**src/hw/rtl/rma_pkg.sv**
```systemverilog
// shared constants, types and register codes for the row-major array store
package rma_pkg;

   localparam int MAX_DIMS    = 4;
   localparam int NUM_IDX     = 4;
   localparam int DIMS_CAP    = (MAX_DIMS < NUM_IDX) ? MAX_DIMS : NUM_IDX;
   localparam int STORE_DEPTH = 1024;
   localparam int ADDR_W      = 10;
   localparam int IDX_W       = 10;
   localparam int BOUND_W     = 11;
   localparam int DATA_W      = 32;
   localparam int NDIMS_W     = 3;
   localparam int CSR_IDX_W   = 3;
   localparam int DIM_W       = $clog2(NUM_IDX);
   localparam int CNT_W       = $clog2(BOUND_W);
   localparam int PROD_W      = ADDR_W + BOUND_W;
   localparam int SUM_W       = PROD_W + 1;

   localparam logic [CSR_IDX_W-1:0] CSR_NUM_DIMS = 3'd0;
   localparam logic [CSR_IDX_W-1:0] CSR_BOUND_0  = 3'd1;
   localparam logic [CSR_IDX_W-1:0] CSR_BOUND_1  = 3'd2;
   localparam logic [CSR_IDX_W-1:0] CSR_BOUND_2  = 3'd3;
   localparam logic [CSR_IDX_W-1:0] CSR_BOUND_3  = 3'd4;

   localparam logic OP_READ  = 1'b0;
   localparam logic OP_WRITE = 1'b1;

   typedef logic [NUM_IDX-1:0][IDX_W-1:0]   idx_vec_type;
   typedef logic [NUM_IDX-1:0][BOUND_W-1:0] bound_vec_type;

   typedef struct packed {
      logic              done;
      logic              err;
      logic [ADDR_W-1:0] offset;
   } ofs_result_type;

endpackage

```
**src/hw/rtl/rma_offset.sv**
```systemverilog
// bit-serial row-major offset unit with index and range checks
module rma_offset (
   input  logic                        clock,
   input  logic                        reset,
   input  logic                        start,
   input  logic [rma_pkg::DIM_W-1:0]   last_dim,
   input  rma_pkg::idx_vec_type        idx,
   input  rma_pkg::bound_vec_type      bounds,
   output rma_pkg::ofs_result_type     result
);
   import rma_pkg::*;

   typedef enum logic [2:0] {
      U_IDLE = 3'b001,
      U_MUL  = 3'b010,
      U_DONE = 3'b100
   } ustate_type;

   ustate_type         state_ff, state_in;
   logic [DIM_W-1:0]   dim_ff, dim_in;
   logic [CNT_W-1:0]   cnt_ff, cnt_in;
   logic [BOUND_W-1:0] mulsr_ff, mulsr_in;
   logic [PROD_W-1:0]  prod_ff, prod_in;
   logic [ADDR_W-1:0]  acc_ff, acc_in;
   logic               err_ff, err_in;

   logic [PROD_W-1:0]  prod_step;
   logic [SUM_W-1:0]   sum;
   logic [DIM_W-1:0]   next_dim;
   logic               idx_bad;
   logic               first_bad;
   logic               last_bit;

   // horner form: acc = acc * bound + idx, one bound bit per cycle, msb first
   assign prod_step = {prod_ff[PROD_W-2:0], 1'b0}
                    + (mulsr_ff[BOUND_W-1] ? PROD_W'(acc_ff) : '0);
   assign sum       = SUM_W'(prod_step) + SUM_W'(idx[dim_ff]);
   assign next_dim  = dim_ff + 1'b1;
   assign idx_bad   = BOUND_W'(idx[dim_ff]) >= bounds[dim_ff];
   assign first_bad = BOUND_W'(idx[0]) >= bounds[0];
   assign last_bit  = (cnt_ff == CNT_W'(BOUND_W - 1));

   always_comb begin
      state_in = state_ff;
      dim_in   = dim_ff;
      cnt_in   = cnt_ff;
      mulsr_in = mulsr_ff;
      prod_in  = prod_ff;
      acc_in   = acc_ff;
      err_in   = err_ff;
      case (state_ff)
         U_IDLE: begin
            if (start) begin
               acc_in   = idx[0];
               err_in   = first_bad;
               cnt_in   = '0;
               prod_in  = '0;
               mulsr_in = bounds[1];
               dim_in   = DIM_W'(1);
               if (last_dim == '0) begin
                  state_in = U_DONE;
               end else begin
                  state_in = U_MUL;
               end
            end
         end
         U_MUL: begin
            prod_in  = prod_step;
            mulsr_in = mulsr_ff << 1;
            cnt_in   = cnt_ff + 1'b1;
            if (last_bit) begin
               // once the running offset passes the store it can only grow
               acc_in  = sum[ADDR_W-1:0];
               err_in  = err_ff | idx_bad | (sum >= SUM_W'(STORE_DEPTH));
               cnt_in  = '0;
               prod_in = '0;
               if (dim_ff == last_dim) begin
                  state_in = U_DONE;
               end else begin
                  dim_in   = next_dim;
                  mulsr_in = bounds[next_dim];
               end
            end
         end
         U_DONE: begin
            state_in = U_IDLE;
         end
         default: begin
            state_in = U_IDLE;
         end
      endcase
   end

   always_ff @(posedge clock) begin
      if (reset) begin
         state_ff <= U_IDLE;
      end else begin
         state_ff <= state_in;
      end
      dim_ff   <= dim_in;
      cnt_ff   <= cnt_in;
      mulsr_ff <= mulsr_in;
      prod_ff  <= prod_in;
      acc_ff   <= acc_in;
      err_ff   <= err_in;
   end

   assign result.done   = (state_ff == U_DONE);
   assign result.err    = err_ff;
   assign result.offset = acc_ff;

endmodule

```
**config.mk**
```make
export PLATFORM = sky130hd
export DESIGN_NAME = rma_offset
export DESIGN_NICKNAME = d
export VERILOG_FILES = /design/src/hw/rtl/rma_pkg.sv /design/src/hw/rtl/rma_offset.sv
export SDC_FILE = /design/constraint.sdc
export NUM_CORES = 1
export LEC_CHECK = 0
export CAP_MARGIN = 10
export CORE_MARGIN = 10
export CORE_UTILIZATION = 25
export CTS_BUF_LIST = sky130_fd_sc_hd__clkbuf_2 sky130_fd_sc_hd__clkbuf_4 sky130_fd_sc_hd__clkbuf_8
export DETAILED_ROUTE_END_ITERATION = 10
export DONT_BUFFER_PORTS = 1
export GPL_ROUTABILITY_DRIVEN = 0
export PLACE_DENSITY = 0.47
export REMOVE_ABC_BUFFERS = 1
export SYNTH_ARGS = -nofsm -noshare
export SYNTH_HDL_FRONTEND = slang
export SYNTH_SLANG_ARGS = --single-unit
```
**constraint.sdc**
```tcl
create_clock -name clock -period 5.7 [get_ports clock]
set_clock_uncertainty 0.2 [all_clocks]
set_input_delay 0.285 -clock clock [delete_from_list [all_inputs] [get_ports clock]]
set_output_delay 0.285 -clock clock [all_outputs]
set_load 0.05 [all_outputs]
```
# Word level (Yosys, flattened, before mapping)
# Cells that the tools add are included.
# op_classes
add_sub_neg	4
n_mul	0
div	0
n_lt_le_gt_ge	5
n_eq_ne	9
n_shift	0
muxes	32
n_bitwise	2
n_reduce_logical	6
# ops
cell	count
$mux W11	5
$bmux W11 S2	2
$mux W10	4
$mux W20	2
$pmux W20 S2	1
$add A21 B10 Y22	1
$ge A10 B11 Y1	2
$ge A22 B11 Y1 const B	1
$pmux W11 S2	1
$add A21 B10 Y21	1
$bmux W10 S2	1
$pmux W10 S2	1
$mux W3	4
$mux W4	2
$ne A2 B2 Y1 const B	4
$pmux W4 S2	1
$lt A2 B3 Y1 const B	2
$mux W2	3
$pmux W3 S2	1
$reduce_and A3 Y1	2
$add A4 B1 Y4 const B	1
$eq A4 B4 Y1 const B	1
$pmux W2 S2	1
$reduce_and A4 Y1	1
other kinds (11)	13
# totals
ff_bits	51
latch_bits	0
ramBits	0
rom_bits	0
in_bits	89
output_inout_bits	12
elab_cells	65
n_memories	0

# Depth between registers and ports, before layout
# Gate-level depths: netlist (run 1).
# logic_depth
ltp_word	7
mapped_depth	17
depth_no_buf	16

# Worst setup path after synthesis (run 1)
# No wires, ideal clock.
# synth_path
kind	reg2reg
start	reg dim_ff[0]
end	reg err_ff (data pin)
setup_time_ns	0.270
t_arrival_ns	3.979
t_required_ns	5.230
path_slack_ns	1.251
path_stages_with_launch	14
path_buffers	2
period_less_slack_ns	4.449
cell_sequence	edfxtp_1 buf_1 clkbuf_1 mux4_2 ha_1 nor2b_1 nor4_1 nor3_1 o41a_1 nand2_1 o21ai_0 or4b_1 a221oi_1 a31oi_1
# synth_via
elab_chain_cells	7
word_cells_on_any_way	11
classes_between	1 x add/sub; 2 x order compare; 6 x mux; 2 x bitwise
# synth_rtl
item	line	source
start: declaration	rma_offset.sv:20	logic [DIM_W-1:0] dim_ff, dim_in;
start signal: assignment	rma_offset.sv:100	dim_ff <= dim_in;
$bmux W10 S2 / $bmux W11 S2 (equally long branches)	rma_offset.sv:37, rma_offset.sv:39	
$mux W10 (implied by the code) / $mux W11 (equally long branches)	rma_offset.sv:37, rma_offset.sv:39	
$add A21 B10 Y22 / $ge A10 B11 Y1 (equally long branches)	rma_offset.sv:37, rma_offset.sv:39	
$ge A22 B11 Y1 / $or A1 B1 Y1 (equally long branches)	rma_offset.sv:74	err_in = err_ff | idx_bad | (sum >= SUM_W'(STORE_DEPTH));
$or A1 B1 Y1 (*)	rma_offset.sv:74	
$mux W1 (*)	rma_offset.sv:71	if (last_bit) begin
$pmux W1 S2 (*)	rma_offset.sv:51	case (state_ff)
via err_in	rma_offset.sv:25	logic err_ff, err_in;
end signal: assignment	rma_offset.sv:105	err_ff <= err_in;
end: declaration	rma_offset.sv:25	
# Mark *: on every way through the listed nets, which the timed path passes. The rest lies on a longest branch. The select of a mux whose other input is x is not followed.
# A chain may end at the register's enable or synchronous reset.

# Final worst setup path (run 1)
# layout_path
start	reg acc_ff[1]
end	reg err_ff (data pin)
# layout_via
elab_chain_cells	7
# layout_rtl
item	line	source
start: declaration	rma_offset.sv:24	logic [ADDR_W-1:0] acc_ff, acc_in;
start signal: assignment	rma_offset.sv:104	acc_ff <= acc_in;
$mux W10	rma_offset.sv:36	+ (mulsr_ff[BOUND_W-1] ? PROD_W'(acc_ff) : '0);
$add A21 B10 Y21	rma_offset.sv:36	
via prod_step[5]	rma_offset.sv:27	logic [PROD_W-1:0] prod_step;
$add A21 B10 Y22	rma_offset.sv:37	assign sum = SUM_W'(prod_step) + SUM_W'(idx[dim_ff]);
$ge A22 B11 Y1	rma_offset.sv:74	
$or A1 B1 Y1	rma_offset.sv:74	
$mux W1	rma_offset.sv:71	
$pmux W1 S2	rma_offset.sv:51	
via err_in	rma_offset.sv:25	
# The timed path passes the listed nets, and every way through them passes these cells. The select of a mux whose other input is x is not followed.

==> flow_summary.json, run 1 <==
{
  "cts_buffer_depth": 2,
  "route.vias.total": 3979,
  "drc_errors": 0,
  "clk_latency_ps": 320,
  "fillers": 1966,
  "finalCritPeriodShare_pct": 84.1,
  "critical_path_arrival_ps": 4660,
  "antenna_left": 0,
  "grt_setup_unrepaired": "no",
  "register_area_sq_um": 1500,
  "wl_microns": 14600,
  "slew_violations": 0,
  "worstPathRequired_ps": 5570,
  "synth_ff_type": "edfxtp_1",
  "yosys_warnings": 0,
  "dieHeight_microns": 159,
  "grt_first_pass_wirelength_microns": 23000,
  "max_stage_delay_ps": 630,
  "dieArea_sq_um": 25200,
  "hold_viol_final": 0,
  "async_flop_share_pct": 0,
  "cts.sinks": 51,
  "critical-path-slowest-cell": "edfxtp_1",
  "worst_setup_path_end_kind": "flop",
  "grt_pass1_vias": 4161,
  "ys_types": 53,
  "cts_tree": "built",
  "grt_max_degree": 37,
  "postSynthCellCount": 516,
  "status": "complete, no violations",
  "pin_count": 101,
  "cts_buffers": 5,
  "slew_headroom_pct": 25.4,
  "core_area_sq_um": 18800,
  "synth_edf_count": 48,
  "start_kind": "flop",
  "cap_violations": 0,
  "dpl_cell_area_sq_um": 5090,
  "drtIter0Drc": 237,
  "cp_cell_sequence": "and2_1 > ha_1 > fa_1 > a21o_1 > a21oi_1 > xnor2_1 > ha_1 > o21ai_0 > nor3_1 > o41a_1 > nand2_1 > o21ai_0 > or4b_1 > a221oi_1 > a31oi_1",
  "ctsResizeCount": 0,
  "power_density_nw_per_um2": 235,
  "syn_area_sq_um": 4820,
  "total_power_mw": 1.27,
  "fmax_ghz": 0.209,
  "worst_pin_slew_ps": 1110,
  "finalSetupViolCount": 0,
  "fin_util_pct": 28.7,
  "place.port_buffers": 0,
  "worstHoldPathType": "primary input to flop",
  "crit_fanout": 5,
  "cts.clk_slew.worst_paths_ps": 100,
  "tns_ps": 0,
  "p_leak_nw": 2.06,
  "start_util_pct": 25.6,
  "h-tree-depth": 2,
  "period_needed_ps": 4790,
  "syn_area_per_cell_sq_um": 9.33,
  "area_growth_pct": 12.1,
  "antenna_found_initial": 0,
  "ys_ff_latch": 51,
  "dieWidth_microns": 159,
  "top_layer": "met4",
  "grt_overflow": 0,
  "cts-root-buf": "clkbuf_8",
  "nets": 659,
  "stdcell_area_sq_um": 5400,
  "rows": 50,
  "ys_seq_area_share_pct": 31.2,
  "wl_met1_microns": 6420,
  "path_class": "flop to flop",
  "place.detailed.hpwl_microns": 11200,
  "track_usage_pct": 11.3,
  "hold_buffers": 22,
  "multiInputGateArea_sq_um": 3100,
  "firstDrtPassIters": 6,
  "ir_drop_v": 0.0000803,
  "drt-vias-per-instance": 5.04,
  "post_cts_buffers": 0,
  "drive_gt1_share_pct": 10.0,
  "wire_per_inst_microns": 18.5,
  "wl_met2_microns": 6870,
  "route.met3.wl_microns": 1050,
  "holdWs_ps": 33.1
}
-- power breakdown --
group / switching [mW] / internal [mW] / total (mW)
Combinational: 0.294 / 0.227 / 0.521
Sequential: 0.0650 / 0.460 / 0.525
Clock: 0.135 / 0.0893 / 0.224
Total: 0.494 / 0.777 / 1.27
-- logic make-up (layout without fill, tap and decap cells) --
family	Yosys count	in the layout	synth area share [%]
muxes	34	34	12.7
AOI/OAI and AO/OA	134	134	16.8
other	0	1	0
buffers and inverters	55	67	4.65
xor gates and xnor gates	34	34	6.18
DFF	51	51	31.2
and+or+nand+nor	165	165	17.0
adders and majority gates	43	43	11.5
-- final timing paths --
| check | start | endpoint | slack (ps) | depth (start not counted) |
|---|---|---|---|---|
| setup / recovery | acc_ff[1] | err_ff | 910 | 15 |
| hold / removal | idx[2] | acc_ff[2] | 30 | 2 |
| setup reg to reg | acc_ff[1] | err_ff | 910 | 15 |
| hold reg to reg | cnt_ff[0] | cnt_ff[0] | 430 | 1 |
-- cell usage after synthesis (11+ instances only) --
cell      number  area (sq um)
a21oi_1       35           175
and2_1        11          68.8
clkbuf_1      18          67.6
edfxtp_1      48          1440
ha_1          41           513
inv_1         29           109
mux4_2        21           473
nand2_1       53           199
nand3_1       11          55.1
nor2_1        37           139
o211ai_1      14           105
o21ai_0       50           250
xnor2_1       21           184
xor2_1        13           114
-- layout by cell type, fill, tap and decap left out, types with 7 or more instances in the layout --
cell type	Yosys	final
mux2_2	7	7
buf_4	2	7
mux4_2	21	21
xnor2_1	21	21
nor3_1	7	7
nand3_1	11	11
inv_1	29	29
and3_1	10	10
nand2_1	53	53
dlygate4sd3_1	0	22
nor2_1	37	37
o211ai_1	14	14
and2_1	11	11
nand2b_1	7	7
edfxtp_1	48	48
a21oi_1	35	35
ha_1	41	41
xor2_1	13	13
o21ai_0	50	49
-- critical path, delay by kind of cell (launching register included) --
family	cells	cell delay (ps)
compound gates	7	1520
xor+xnor	1	110
fa+ha+maj	3	960
flops	1	630
simple gates	4	1130
-- final cells by class --
type	instances	area share, %
multi-input cells	410	57.4
flip-flops and latches	51	27.8
well taps	260	6.03
repair buffers	29	5.05
inverters	30	2.09
clock buffers	6	1.41
clock inverters	2	0.139
diodes	1	0.0463
-- routing by layer --
layer,vias to the layer above,track usage [%]
met5,-,0
met4,0,3.23
met3,13,3.41
met2,117,18.9
met1,1924,13.6
li1,1925,-
-- flip-flops by register name (all words and copies together) (netlist names) --
name / cells
dim_ff: 2
mulsr_ff: 11
err_ff: 1
state_ff: 3
cnt_ff: 4
acc_ff: 10
prod_ff: 20
-- stage by stage --
| step | setup slack [ps] | cells |
|---|---|---|
| finish | 907 | 789 |
| global route | 515 | 788 |
| CTS | 892 | 788 |
| detailed placement | 909 | 758 |
| global placement | 1050 | 758 |
| floorplan | 1090 | 491 |
Note: power is estimated with default switching activity, not from simulation.
==> run 2: changes to the inputs <==
==> constraint.sdc (replaced) <==
create_clock -name clock -period 4.68 [get_ports clock]
set_clock_uncertainty 0.2 [all_clocks]
set_input_delay 0.234 -clock clock [delete_from_list [all_inputs] [get_ports clock]]
set_output_delay 0.234 -clock clock [all_outputs]
set_load 0.05 [all_outputs]
==> run 2 against run 1 <==
Sequential power up 15%. Sequential cell count unchanged. Hold slack worse by 3.5 ps. Sequential share of layout area down 0.76 points. Via count up 0.70%. Cell area up 2.8%. Critical path type unchanged. Critical endpoint unchanged. Largest cell class unchanged. Highest routed layer unchanged.
==> flow_summary.json, run 2 (synthesis results as in run 1) <==
{
  "dieWidth_microns": 159,
  "grt_setup_unrepaired": "no",
  "firstDrtPassIters": 6,
  "start_util_pct": 25.6,
  "grt_overflow": 0,
  "drive_gt1_share_pct": 12.3,
  "use_met1_pct": 13.6,
  "max_stage_delay_ps": 540,
  "final_common_cell": "nand2_1",
  "worst_pin_slew_ps": 1120,
  "top_register": "prod_ff",
  "r2r_slack_ps": 280,
  "grt_use_met2_pct": 19.0,
  "worstPathRequired_ps": 4550,
  "largest_reg_flops": 20,
  "cts.clk_slew.worst_paths_ps": 110,
  "min_path_cells": 2,
  "path_class": "flop to flop",
  "fin_util_pct": 29.5,
  "hold_viol_final": 0,
  "top_usage_layer": "met2",
  "antenna_left": 0,
  "grtUsageMet3_pct": 3.43,
  "h-tree-depth": 2,
  "crit_fanout": 6,
  "wire_per_inst_microns": 18.6,
  "start_kind": "flop",
  "cp.depth": 15,
  "grt_first_pass_wirelength_microns": 23500,
  "cpMostUsedCell": "a21oi_1",
  "place.detailed.hpwl_microns": 11800,
  "slew_violations": 0,
  "track_usage_pct": 11.5,
  "cts_buffers": 5,
  "fmax_ghz": 0.227,
  "cp_cell_sequence": "and2_1 > ha_1 > fa_1 > a21o_1 > a21oi_1 > xnor2_1 > ha_1 > o21ai_0 > a21oi_1 > nand3_1 > o21ai_1 > a21oi_1 > or4b_1 > a221oi_1 > a31oi_1",
  "drc_errors": 0,
  "critical_path_arrival_ps": 4270,
  "tns_ps": 0,
  "critical-path-slowest-cell": "or4b_1",
  "cts.sinks": 51,
  "crit_family": "compound AO/OA/AOI/OAI gates",
  "cts_tree": "built",
  "ff2ff_path_depth": 15,
  "grt_pass1_vias": 4233,
  "slew_headroom_pct": 24.7,
  "period_needed_ps": 4400,
  "rows": 50,
  "cap_violations": 0,
  "grt_max_degree": 33,
  "area_growth_pct": 15.3,
  "reg_top3": "prod_ff: 20 flops, mulsr_ff: 11 flops, acc_ff: 10 flops",
  "p_leak_nw": 2.14,
  "nets": 674,
  "place.port_buffers": 0,
  "cts-root-buf": "clkbuf_8",
  "power_density_nw_per_um2": 296,
  "finalSetupViolCount": 0,
  "dieHeight_microns": 159,
  "dieArea_sq_um": 25200,
  "antenna_found_initial": 3,
  "worstHoldPathType": "primary input to flop",
  "route.vias.total": 4007,
  "finalCritPeriodShare_pct": 94.0,
  "total_power_mw": 1.64,
  "clk_latency_ps": 330,
  "wl_microns": 15000,
  "pin_count": 101,
  "mostFrequentLayoutCells": "53 x nand2_1, 48 x o21ai_0, 48 x edfxtp_1",
  "drt-vias-per-instance": 4.97,
  "core_area_sq_um": 18800,
  "worst_setup_path_end_kind": "flop",
  "cts_buffer_depth": 2,
  "drtIter0Drc": 151,
  "status": "complete, no violations",
  "ir_drop_v": 0.000119,
  "cp.buffers_inverters": 0
}
-- run 2: path summary, 6_finish.rpt --
check,to,startpoint
setup reg to reg,err_ff,mulsr_ff[10]
hold / removal,acc_ff[0],idx[0]
hold reg to reg,mulsr_ff[9],mulsr_ff[8]
setup / recovery,err_ff,mulsr_ff[10]
-- run 2: area by class of cell --
cell class	count	area, sq um
clock inverters	3	43.8
clock buffers	5	68.8
diodes	3	7.51
multi-input cells	410	3100
fillers	1976	13300
inverters	30	113
repair buffers	44	390
well taps	260	325
flip-flops and latches	51	1500
-- run 2: metrics by stage --
step	setup slack, ps	instances	instance area, sq um	hold slack [ps]
after floorplan	66.4	491	4700	113
after detailed placement	245	769	5170	122
final	282	806	5550	29.6
after global routing	4.50	805	5550	56.7
after global placement	433	769	5170	118
after CTS	228	802	5540	9.45
-- run 2: worst register-to-register path, stage by stage (launching register included) --
cell and delay [ps]:
edfxtp_1 490, and2_1 190, ha_1 210, fa_1 430
a21o_1 200, a21oi_1 160, xnor2_1 110, ha_1 320
o21ai_0 150, a21oi_1 210, nand3_1 120, o21ai_1 220
a21oi_1 190, or4b_1 540, a221oi_1 300, a31oi_1 110
-- run 2: per-layer routing --
metal | share of wire (%) | vias up
met1 | 42 | 1888
met3 | 7.2 | 21
met4 | 2.5 | 0
met5 | 0 | -
met2 | 48 | 138
li1 | - | 1960
-- run 2: power breakdown --
group / internal [mW] / switching [mW]
combinational: 0.295 / 0.403
clock: 0.160 / 0.177
sequential: 0.560 / 0.0459
total: 1.02 / 0.625
-- run 2: repair_timing --
item / 4_1_cts / 5_1_grt
endpoints found under the hold margin: 23 / 0
endpoints found under the setup margin: 0 / 1
gates resized for setup: 0 / 1
buffers inserted: 0 / 1
hold buffers: 25 / 0
